File: src/hdl/ofsrs_pkg.sv
// Package for the off-frame sensor read sequencer: command frames, codes and CRC-8.
// No dependencies; used by the top level and its checker.
package ofsrs_pkg;

  typedef enum logic [1:0] {
    MODE_IDLE,
    MODE_READ,
    MODE_DIAG
  } mode_t;

  typedef enum logic [2:0] {
    RC_OK       = 3'd0,
    RC_CRC      = 3'd1,
    RC_FLAGS    = 3'd2,
    RC_NOTREADY = 3'd3,
    RC_UNEXP    = 3'd4
  } result_code_t;

  localparam logic [31:0] CMD_ACC_X   = 32'h040000F7;
  localparam logic [31:0] CMD_ACC_Y   = 32'h080000FD;
  localparam logic [31:0] CMD_TEMP    = 32'h140000EF;
  localparam logic [31:0] CMD_STATUS  = 32'h180000E5;
  localparam logic [31:0] CMD_ERR_ONE = 32'h1C0000E3;
  localparam logic [31:0] CMD_ERR_TWO = 32'h200000C1;

  localparam logic [7:0]  CRC_POLY  = 8'h1D;
  localparam logic [7:0]  CRC_INIT  = 8'hFF;
  localparam logic [1:0]  RS_OK     = 2'h1;
  localparam logic [15:0] STATUS_OK = 16'h0001;
  localparam logic [1:0]  LAST_REPLY = 2'd3;

  localparam int CRC_BITS = 24;

  typedef logic [7:0] crc_col_t [CRC_BITS];

  // Bit-serial CRC-8, used only to build the constant tables below.
  function automatic logic [7:0] crc8_serial(input logic [CRC_BITS-1:0] d);
    logic [7:0] crc;
    logic       top;
    crc = CRC_INIT;
    for (int i = CRC_BITS - 1; i >= 0; i--) begin
      top = crc[7] ^ d[i];
      crc = {crc[6:0], 1'b0};
      if (top) begin
        crc = crc ^ CRC_POLY;
      end
    end
    return ~crc;
  endfunction

  function automatic crc_col_t crc8_columns();
    crc_col_t cols;
    logic [7:0] base;
    base = crc8_serial('0);
    for (int i = 0; i < CRC_BITS; i++) begin
      cols[i] = crc8_serial(CRC_BITS'(1) << i) ^ base;
    end
    return cols;
  endfunction

  localparam logic [7:0] CRC_BASE = crc8_serial('0);
  localparam crc_col_t   CRC_COL  = crc8_columns();

  // The CRC is affine in the data, so each set bit contributes one constant column.
  function automatic logic [7:0] crc8_calc(input logic [CRC_BITS-1:0] d);
    logic [7:0] crc;
    crc = CRC_BASE;
    for (int i = 0; i < CRC_BITS; i++) begin
      if (d[i]) begin
        crc = crc ^ CRC_COL[i];
      end
    end
    return crc;
  endfunction

  function automatic logic [31:0] seq_cmd(input logic diag, input logic [1:0] idx);
    logic [31:0] cmd;
    case (idx)
      2'd1:    cmd = diag ? CMD_ERR_ONE : CMD_ACC_Y;
      2'd2:    cmd = diag ? CMD_ERR_TWO : CMD_TEMP;
      default: cmd = diag ? CMD_STATUS  : CMD_ACC_X;
    endcase
    return cmd;
  endfunction

endpackage

File: src/hdl/off_frame_sensor_read_sequencer.sv
// Top level of the off-frame sensor read sequencer: input register, step logic, result register.
// Depends on ofsrs_pkg for command frames, result codes and the CRC-8 function.
//
// Usage. A transaction on the in_ channel is either a start (in_kind 0) or a
// reply frame just received from the sensor (in_kind 1). Every input
// transaction yields exactly one result transaction on the out_ channel; when
// out_send_valid is set, out_command is the next frame to clock out on SPI.
// A result with out_done_res set ends the measurement and carries the code and
// the raw samples. The cfg_ channel writes sensor_ready; it is always ready and
// should only be written while no transaction is in flight.
// An accepted transaction goes from the input register through the step logic into the result register.
// One transaction is accepted per cycle while the receiver does not stall; the combinational step between the
// input register and the result register sets that rate.
// When the receiver stalls, the result is held and one further transaction
// may wait in the input register before in_stall is raised.
// Synchronous reset empties both registers, returns the sequencer to idle,
// clears all held words and clears sensor_ready.
module off_frame_sensor_read_sequencer
  import ofsrs_pkg::*;
(
  input  logic               clk,
  input  logic               rst_n,
  input  logic               cfg_valid,
  output logic               cfg_ready,
  input  logic               cfg_sensor_ready,
  input  logic               in_valid,
  output logic               in_stall,
  input  logic               in_kind,
  input  logic [31:0]        in_reply_frame,
  output logic               out_valid,
  input  logic               out_stall,
  output logic               out_send_valid,
  output logic [31:0]        out_command,
  output logic               out_done_res,
  output logic [2:0]         out_result_code,
  output logic signed [15:0] out_raw_x,
  output logic signed [15:0] out_raw_y,
  output logic signed [15:0] out_raw_temp,
  output logic [15:0]        out_status_flags,
  output logic [15:0]        out_error_flags_one,
  output logic [15:0]        out_error_flags_two
);

  logic        ready_r;
  logic        in_vld_r;
  logic        in_kind_r;
  logic [31:0] in_frame_r;
  logic        out_ready;
  logic        adv;

  mode_t       mode_r, mode_nxt;
  logic [1:0]  idx_r, idx_nxt;
  logic [15:0] held_x_r, held_x_nxt;
  logic [15:0] held_y_r, held_y_nxt;
  logic [15:0] held_temp_r, held_temp_nxt;
  logic [15:0] held_status_r, held_status_nxt;
  logic [15:0] held_err_one_r, held_err_one_nxt;
  logic [15:0] held_err_two_r, held_err_two_nxt;
  logic        crc_failed_r, crc_failed_nxt;
  logic        abn_r, abn_nxt;

  logic         res_send;
  logic [31:0]  res_cmd;
  logic         res_done;
  result_code_t res_code;
  logic         res_raw;
  logic         res_diag;
  logic [15:0]  data;
  logic [1:0]   rs;
  logic         crc_ok;

  logic         out_valid_r;
  logic         out_send_r;
  logic [31:0]  out_cmd_r;
  logic         out_done_r;
  result_code_t out_code_r;
  logic [15:0]  out_x_r;
  logic [15:0]  out_y_r;
  logic [15:0]  out_temp_r;
  logic [15:0]  out_status_r;
  logic [15:0]  out_err_one_r;
  logic [15:0]  out_err_two_r;

  assign cfg_ready = 1'b1;
  assign out_ready = !out_valid_r || !out_stall;
  assign adv       = in_vld_r && out_ready;
  assign in_stall  = in_vld_r && !out_ready;

  always_ff @(posedge clk) begin
    if (!rst_n) begin
      ready_r <= 1'b0;
    end else if (cfg_valid && cfg_ready) begin
      ready_r <= cfg_sensor_ready;
    end
  end

  always_ff @(posedge clk) begin
    if (!rst_n) begin
      in_vld_r <= 1'b0;
    end else if (!in_stall) begin
      in_vld_r <= in_valid;
    end
  end

  always_ff @(posedge clk) begin
    if (in_valid && !in_stall) begin
      in_kind_r  <= in_kind;
      in_frame_r <= in_reply_frame;
    end
  end

  always_comb begin
    mode_nxt         = mode_r;
    idx_nxt          = idx_r;
    held_x_nxt       = held_x_r;
    held_y_nxt       = held_y_r;
    held_temp_nxt    = held_temp_r;
    held_status_nxt  = held_status_r;
    held_err_one_nxt = held_err_one_r;
    held_err_two_nxt = held_err_two_r;
    crc_failed_nxt   = crc_failed_r;
    abn_nxt          = abn_r;
    res_send         = 1'b0;
    res_cmd          = '0;
    res_done         = 1'b0;
    res_code         = RC_OK;
    res_raw          = 1'b0;
    res_diag         = 1'b0;
    data             = in_frame_r[23:8];
    rs               = in_frame_r[25:24];
    crc_ok           = crc8_calc(in_frame_r[31:8]) == in_frame_r[7:0];

    if (!in_kind_r) begin
      if (mode_r != MODE_IDLE) begin
        mode_nxt       = MODE_IDLE;
        idx_nxt        = '0;
        crc_failed_nxt = 1'b0;
        abn_nxt        = 1'b0;
        res_done       = 1'b1;
        res_code       = RC_UNEXP;
      end else if (!ready_r) begin
        res_done = 1'b1;
        res_code = RC_NOTREADY;
      end else begin
        mode_nxt         = MODE_READ;
        idx_nxt          = '0;
        crc_failed_nxt   = 1'b0;
        abn_nxt          = 1'b0;
        held_status_nxt  = '0;
        held_err_one_nxt = '0;
        held_err_two_nxt = '0;
        res_send         = 1'b1;
        res_cmd          = CMD_ACC_X;
      end
    end else if (mode_r == MODE_IDLE) begin
      res_done = 1'b1;
      res_code = RC_UNEXP;
    end else begin
      // The first reply of a pass answers an older command and is dropped.
      if (idx_r != '0) begin
        if (!crc_ok) begin
          crc_failed_nxt = 1'b1;
        end else if (mode_r == MODE_READ) begin
          case (idx_r)
            2'd1:    held_x_nxt    = data;
            2'd2:    held_y_nxt    = data;
            default: held_temp_nxt = data;
          endcase
          if (rs != RS_OK) begin
            abn_nxt = 1'b1;
          end
        end else begin
          case (idx_r)
            2'd1:    held_status_nxt  = data;
            2'd2:    held_err_one_nxt = data;
            default: held_err_two_nxt = data;
          endcase
        end
      end

      if (idx_r != LAST_REPLY) begin
        idx_nxt  = idx_r + 2'd1;
        res_send = 1'b1;
        res_cmd  = seq_cmd(mode_r == MODE_DIAG, idx_nxt);
      end else begin
        idx_nxt = '0;
        if (crc_failed_nxt) begin
          mode_nxt       = MODE_IDLE;
          crc_failed_nxt = 1'b0;
          abn_nxt        = 1'b0;
          res_done       = 1'b1;
          res_code       = RC_CRC;
        end else if (mode_r == MODE_READ) begin
          if (abn_nxt) begin
            mode_nxt = MODE_DIAG;
            abn_nxt  = 1'b0;
            res_send = 1'b1;
            res_cmd  = CMD_STATUS;
          end else begin
            mode_nxt = MODE_IDLE;
            res_done = 1'b1;
            res_raw  = 1'b1;
          end
        end else begin
          mode_nxt = MODE_IDLE;
          res_done = 1'b1;
          if (held_status_nxt == '0 || (held_status_nxt & ~STATUS_OK) != '0) begin
            res_code = RC_FLAGS;
            res_diag = 1'b1;
          end else begin
            res_raw  = 1'b1;
            res_diag = 1'b1;
          end
        end
      end
    end
  end

  always_ff @(posedge clk) begin
    if (!rst_n) begin
      mode_r         <= MODE_IDLE;
      idx_r          <= '0;
      held_x_r       <= '0;
      held_y_r       <= '0;
      held_temp_r    <= '0;
      held_status_r  <= '0;
      held_err_one_r <= '0;
      held_err_two_r <= '0;
      crc_failed_r   <= 1'b0;
      abn_r          <= 1'b0;
    end else if (adv) begin
      mode_r         <= mode_nxt;
      idx_r          <= idx_nxt;
      held_x_r       <= held_x_nxt;
      held_y_r       <= held_y_nxt;
      held_temp_r    <= held_temp_nxt;
      held_status_r  <= held_status_nxt;
      held_err_one_r <= held_err_one_nxt;
      held_err_two_r <= held_err_two_nxt;
      crc_failed_r   <= crc_failed_nxt;
      abn_r          <= abn_nxt;
    end
  end

  always_ff @(posedge clk) begin
    if (!rst_n) begin
      out_valid_r <= 1'b0;
    end else if (adv) begin
      out_valid_r <= 1'b1;
    end else if (!out_stall) begin
      out_valid_r <= 1'b0;
    end
  end

  always_ff @(posedge clk) begin
    if (adv) begin
      out_send_r    <= res_send;
      out_cmd_r     <= res_cmd;
      out_done_r    <= res_done;
      out_code_r    <= res_code;
      out_x_r       <= res_raw ? held_x_nxt : '0;
      out_y_r       <= res_raw ? held_y_nxt : '0;
      out_temp_r    <= res_raw ? held_temp_nxt : '0;
      out_status_r  <= res_diag ? held_status_nxt : '0;
      out_err_one_r <= res_diag ? held_err_one_nxt : '0;
      out_err_two_r <= res_diag ? held_err_two_nxt : '0;
    end
  end

  assign out_valid           = out_valid_r;
  assign out_send_valid      = out_send_r;
  assign out_command         = out_cmd_r;
  assign out_done_res        = out_done_r;
  assign out_result_code     = out_code_r;
  assign out_raw_x           = $signed(out_x_r);
  assign out_raw_y           = $signed(out_y_r);
  assign out_raw_temp        = $signed(out_temp_r);
  assign out_status_flags    = out_status_r;
  assign out_error_flags_one = out_err_one_r;
  assign out_error_flags_two = out_err_two_r;

endmodule

File: config.mk
export PLATFORM = sky130hd
export DESIGN_NAME = off_frame_sensor_read_sequencer
export DESIGN_NICKNAME = d
export VERILOG_FILES = /design/src/hdl/ofsrs_pkg.sv /design/src/hdl/off_frame_sensor_read_sequencer.sv
export SDC_FILE = /design/constraint.sdc
export NUM_CORES = 1
export LEC_CHECK = 0
export ABC_AREA = 0
export BUFFER_PORTS_ARGS = -buffer_cell sky130_fd_sc_hd__buf_2
export CAP_MARGIN = 30
export CORE_UTILIZATION = 24
export DETAILED_ROUTE_END_ITERATION = 10
export PLACE_DENSITY = 0.46
export RECOVER_POWER = 25
export SLEW_MARGIN = 20
export SYNTH_ARGS = -nofsm -noshare
export SYNTH_HDL_FRONTEND = slang
export SYNTH_SLANG_ARGS = --single-unit
File: constraint.sdc
create_clock -name clk -period 4.05 [get_ports clk]
set_clock_uncertainty 0.1 [all_clocks]
set_input_delay 0.2025 -clock clk [delete_from_list [all_inputs] [get_ports clk]]
set_output_delay 0.2025 -clock clk [all_outputs]
set_load 0.005 [all_outputs]
### After elaboration in Yosys (flattened, before gate mapping)

Index checks and enable logic that the tools add are counted.

* output and inout port bits: 136
* register bits after elaboration: 271
* input port bits: 39
* word-level logic and storage cells: 229

* add/subtract/negate cells: 1
* bitwise gates (word level): 23
* equality and inequality tests: 12
* reduce and logical (&&, ||, !) cells: 18
* muxes and demuxes: 150

Operators by type and width (count)
* two-way mux 16 bit: 44
* two-way mux 29 bit: 5
* two-way mux 32 bit: 3
* two-way mux 8 bit: 9
* one-hot mux 30 bit (2 select lines): 1
* two-way mux 27 bit: 2
* two-way mux 1 bit: 49
* two-way mux 2 bit: 19
* two-way mux 7 bit: 5
* inverter 4 bit: 8
* two-way mux 30 bit: 1
* two-way mux 6 bit: 4
* inverter 5 bit: 4
* zero test 16 bit: 1
* nonzero test 16 bit: 1
* two-way mux 5 bit: 3
* inverter 2 bit: 7
* two-way mux 3 bit: 4
* inverter 3 bit: 4
* equality test 8 bit: 1
* equality test 2 x 1 -> 1 bit, second input constant: 3
* equality test 2 bit, second input constant: 3
* != test 2 bit, second input constant: 3
* zero test 1 bit: 4
* other kinds (11): 16

### Depth between registers and ports, before layout

* depth after elaboration: 60
* gate-level depth with buffers: 13
* depth with buffers taken out: 8

### Least setup slack after synthesis

OpenSTA, ideal clock, no wires.

* kind: register -> register
* from: register out_valid_r (netlist: out_valid)
* to: register held_status_r[0]
* stages on the path, launching flop included: 7
* path buffers: 0
* clock period less this slack: 4080 ps
* setup time: 123 ps
* data required time: 3827 ps
* arrival: 3857 ps
* path slack: -30 ps
* cells stage by stage: dfxtp_1 nand2_1 nand2_1 inv_1 o211ai_1 a32oi_1 nor2b_1

* cells in the longest elaborated chain, start to end: 3

RTL lines
* from (decl): line off_frame_sensor_read_sequencer.sv:72 `logic out_valid_r;`
* from (signal assigned): line off_frame_sensor_read_sequencer.sv:247 `out_valid_r <= 1'b0;`
* from (signal assigned): line off_frame_sensor_read_sequencer.sv:249 `out_valid_r <= 1'b1;`
* from (signal assigned): line off_frame_sensor_read_sequencer.sv:251 `out_valid_r <= 1'b0;`
* zero test 1 bit: line off_frame_sensor_read_sequencer.sv:85 `assign out_ready = !out_valid_r || !out_stall;`
* logical OR 1 bit: line off_frame_sensor_read_sequencer.sv:85
* logical AND 1 bit: line off_frame_sensor_read_sequencer.sv:86 `assign adv = in_vld_r && out_ready;`
* named net adv: line off_frame_sensor_read_sequencer.sv:49 `logic adv;`
* to (signal assigned): line off_frame_sensor_read_sequencer.sv:237 `held_status_r <= held_status_nxt;`
* to (decl): line off_frame_sensor_read_sequencer.sv:56 `logic [15:0] held_status_r, held_status_nxt;`

The timed path passes the listed nets, and every way through them passes these cells.
A chain may end at the register's enable or synchronous reset.

### Worst setup path in the final report

* from: register in_frame_r[21]
* to: register out_x_r[7] (netlist: out_raw_x[7]), data pin

* cells in the longest elaborated chain, start to end: 27
* elaborated cells on any way between the ends: 50
* classes of those cells: 1 x eq/ne; 36 x mux; 10 x bitwise; 3 x reduce/logical

RTL lines
* from (decl): line off_frame_sensor_read_sequencer.sv:47 `logic [31:0] in_frame_r;`
* from (signal assigned): line off_frame_sensor_read_sequencer.sv:108 `in_frame_r <= in_reply_frame;`
* two-way mux 7 bit: line ofsrs_pkg.sv:69 `if (d[i]) begin`
* two-way mux 8 bit: line ofsrs_pkg.sv:69
* inverter 4 bit (no source line)
* two-way mux 8 bit: line ofsrs_pkg.sv:69
* inverter 5 bit (no source line)
* two-way mux 8 bit: line ofsrs_pkg.sv:69
* inverter 2 bit (no source line)
* two-way mux 2 bit: line ofsrs_pkg.sv:69
* (+11 left out)
* zero test 16 bit / nonzero test 16 bit (equally long branches): line off_frame_sensor_read_sequencer.sv:207 `if (held_status_nxt == '0 || (held_status_nxt & ~STATUS_OK) != '0) begin`
* logical OR 1 bit: line off_frame_sensor_read_sequencer.sv:207
* two-way mux 1 bit: line off_frame_sensor_read_sequencer.sv:207
* two-way mux 1 bit: line off_frame_sensor_read_sequencer.sv:193 `end else if (mode_r == MODE_READ) begin`
* two-way mux 1 bit: line off_frame_sensor_read_sequencer.sv:187 `if (crc_failed_nxt) begin`
* two-way mux 1 bit: line off_frame_sensor_read_sequencer.sv:181 `if (idx_r != LAST_REPLY) begin`
* two-way mux 1 bit: line off_frame_sensor_read_sequencer.sv:155 `end else if (mode_r == MODE_IDLE) begin`
* two-way mux 1 bit: line off_frame_sensor_read_sequencer.sv:133 `if (!in_kind_r) begin`
* to (signal assigned): line off_frame_sensor_read_sequencer.sv:261 `out_x_r <= res_raw ? held_x_nxt : '0;`
* to (decl): line off_frame_sensor_read_sequencer.sv:77 `logic [15:0] out_x_r;`

Several ways; a longest one is shown, not always the timed one. The select of a mux whose other input is x is not followed.

==> run summary <==
Outcome: completed
R2R Path End: out_raw_x[7]
Reg-to-Reg Start: in_frame_r[21]
# DRC: 0
Sink Count: 247
HPWL after DPL: 21600 um
Global route total overflow: 0
Peak supply drop: 0.000313 V
Worst hold path endpoint: crc_failed_r
Final setup margin: 407 ps
GR peak layer: met2
Area Overhead vs Synth: 23.4%
CTS tree: built
Clock tree root buffer cell: clkbuf_16
Longest Clk Path Bufs: 3
Non-Filler Instances: 1731
Vias in the first global route: 7346
Sw Pwr: 1.40 mW
Clk Latency, worst-skew pair: 560 ps
Min-delay src: rst_n
Worst slew pin tran: 727 ps
Peak fanout along the critical path: 20
Unrepaired setup endpoints after global routing: no
Final setup violation count: 0
Cell Chain, Critical Path: xnor2_2, xnor3_1, or3_1, a211oi_2, o211a_1, o21ai_2, or4_4, buf_4, a21oi_1
GRT Total Usage: 13.6%
Hold path depth: 2
Met2 Use GR: 22.1%
Storage element area: 0.00637 sq mm
CP endpoint kind: flop
Vias post-DR: 7485
Worst path max stage delay: 690 ps
Area of the multi-input gates: 0.00421 sq mm
Synth Area per Inst: 12.0 sq um
Period minus WS final: 3640 ps
Die width: 217 um
Final TNS setup: 0 ps
EDFF count, synth: 142
Share of layout cells above drive strength 1: 17.9%
Grt met1 use: 18.8%
Post-Route WL: 32100 um
Largest register by flop count: in_frame_r
Synthesized cell area: 0.0111 sq mm
Most area-consuming cells after synthesis: edfxtp_1 (39%), dfxtp_1 (19%), mux2i_1 (11%)
Post-layout instance area: 0.0137 sq mm
Hold WC Path Type: input port to flop
Synth unique cells: 59
Final Cycle Share: 89.9%
Post CTS Setup Buffer Count: 0
Highest clock rate: 0.275 GHz
Row count: 78
Max reg flops: 32
Placed cells: 1641
Fraction of synthesized cell area taken by the top area cell type: 38.5%
Setup WS pre-CTS: 170 ps
CP Launch Type: flop
Largest net degree at the start of global routing: 56
Clock power share: 42.9%
Reg2Reg Setup Slack: 410 ps
Yosys top cell by area: edfxtp_1
Top cell family by delay on the critical path: simple AND/OR/NAND/NOR gates
Final hold slack: 24.8 ps
Final Hold Fails: 0
Met3 Usage GRT: 1.94%
Total power: 5.73 mW
Sequential share of the synthesized area: 57.5%
Number of port buffers: 153
Crit path from: in_frame_r[21]
DR pass1 iterations: 5
Worst endpoint data arrival time: 3940 ps
Ys async rst share: 0%
Pwr dens: 420 mW/mm^2
Sequential power share: 48.4%
Maxcap violations: 0
Slew Viols, Final: 0
Initial Util: 24.4%
Antenna Nets Post-Route: 0
Cts bufs inserted: 28
Core area: 0.0454 sq mm
Combinational cell fraction of total power: 8.7%
1st-iter DRT viols: 438
Drt wl/cell: 18.6 um
Initial antenna violation count: 0
Fillers: 4703
P_int: 4.34 mW
LEAKAGE: 4.56 nW
CTS H-Tree Depth: 1
First-pass GRT wire length: 48200 um
Primary FF master, synth: edfxtp_1
Nets: 1155
Kind of critical path: flop to flop
DP Area: 0.0125 sq mm
Vias per cell: 4.32
Layout Utilization: 30.1%
Worst path required time: 4350 ps
Flop and latch count out of synthesis: 247
Clock transition time at the flip-flop clock pins of the worst setup and hold paths: 60 ps
Slowest CP cell: or4_4
Yosys warns: 0
Placer Congestion: 0.820
Net switching fraction of the power: 24.4%
N_diodes: 0
Cells after Synth: 924
R2r worst-path depth: 9
Die area: 0.0470 sq mm
Buf/Inv on CP: 1
Die Ht: 217 um
Boundary Pins: 175
Max_slew headroom: 51.4%
## synthesized netlist by cell type, types with 2 or more instances
cell and n:
nor2_1 82, ha_1 7, xnor2_1 18, and3_1 4
or2_2 3, nor3_1 8, a21boi_0 2, nor2_2 3
dfxtp_1 105, nand2_1 74, inv_1 13, xnor2_2 5
a31o_2 2, nor4b_1 4, o21ai_0 7, buf_2 16
nor2b_1 62, edfxtp_1 142, or3_1 6, xor2_1 8
nor4_1 7, buf_6 6, buf_4 30, o31ai_1 3
a32oi_1 8, xnor3_1 9, nand4_1 2, a22o_1 40
nor4_4 2, conb_1 2, a21oi_1 36, or4_1 3
mux2i_1 118, nand2b_1 5, nand3_1 14, o211a_1 2
clkbuf_1 43, a41oi_1 2
## layer usage
metal	vias up	share of wire, %
met5	-	0
met1	3628	47
met3	41	4.2
met4	0	2.3
met2	215	47
li1	3601	-
## power by group through the flow
stage / sequential, mW / clock, mW / combinational, mW
after floorplan: 2.82 / 0 / 0.319
after global placement: 2.83 / 0 / 0.481
after detailed placement: 2.83 / 0 / 0.485
after CTS: 2.78 / 2.55 / 0.515
after global routing: 2.78 / 2.65 / 0.543
final: 2.77 / 2.46 / 0.501
## area by class of cell
cell class	count	area share (%)
multi-input cells	588	30.8
repair buffers	231	10.3
inverters	13	0.385
clock inverters	19	1.17
clock buffers	33	5.27
well taps	600	5.50
flip-flops and latches	247	46.6
## how the worst max path moves through the flow
stage          slack (ps)  cells past startpoint               end
5_1_grt               190                      9  out_raw_temp[14]
3_5_place_dp          170                      9      out_raw_x[7]
3_3_place_gp          240                      9      out_raw_x[7]
6_report              410                      9      out_raw_x[7]
4_1_cts               120                      9  out_raw_temp[14]
2_1_floorplan         680                     10     out_raw_y[12]
## layout by cell type (no fill, tap or decap), types with 8 or more instances in the layout
cell,synthesis,routed
edfxtp_1,142,142
mux2i_1,118,118
dfxtp_1,105,105
buf_2,16,91
nor2_1,82,82
nand2_1,74,74
clkbuf_1,43,67
nor2b_1,62,61
a22o_1,40,40
dlygate4sd3_1,0,38
buf_4,30,38
a21oi_1,36,36
clkbuf_16,0,28
conb_1,2,21
xnor2_1,18,18
nand3_1,14,14
inv_1,13,12
xnor3_1,9,9
clkinv_2,0,9
nor3_1,8,8
xor2_1,8,8
a32oi_1,8,8
## cells by family after synthesis
family,share of synthesized area (%)
other cells,0.0679
simple gates,12.9
fa+ha+maj,0.791
compound gates,7.90
buf+inv,5.27
mux,10.9
flops,57.5
xor+xnor,4.62
## repair_timing
action / in CTS / in global routing
hold endpoints to repair: 36 / 0
gates resized for setup: 0 / 1
endpoints found under the setup margin: 0 / 36
hold buffers: 38 / 0
Note: power is estimated with default switching activity, not from simulation.
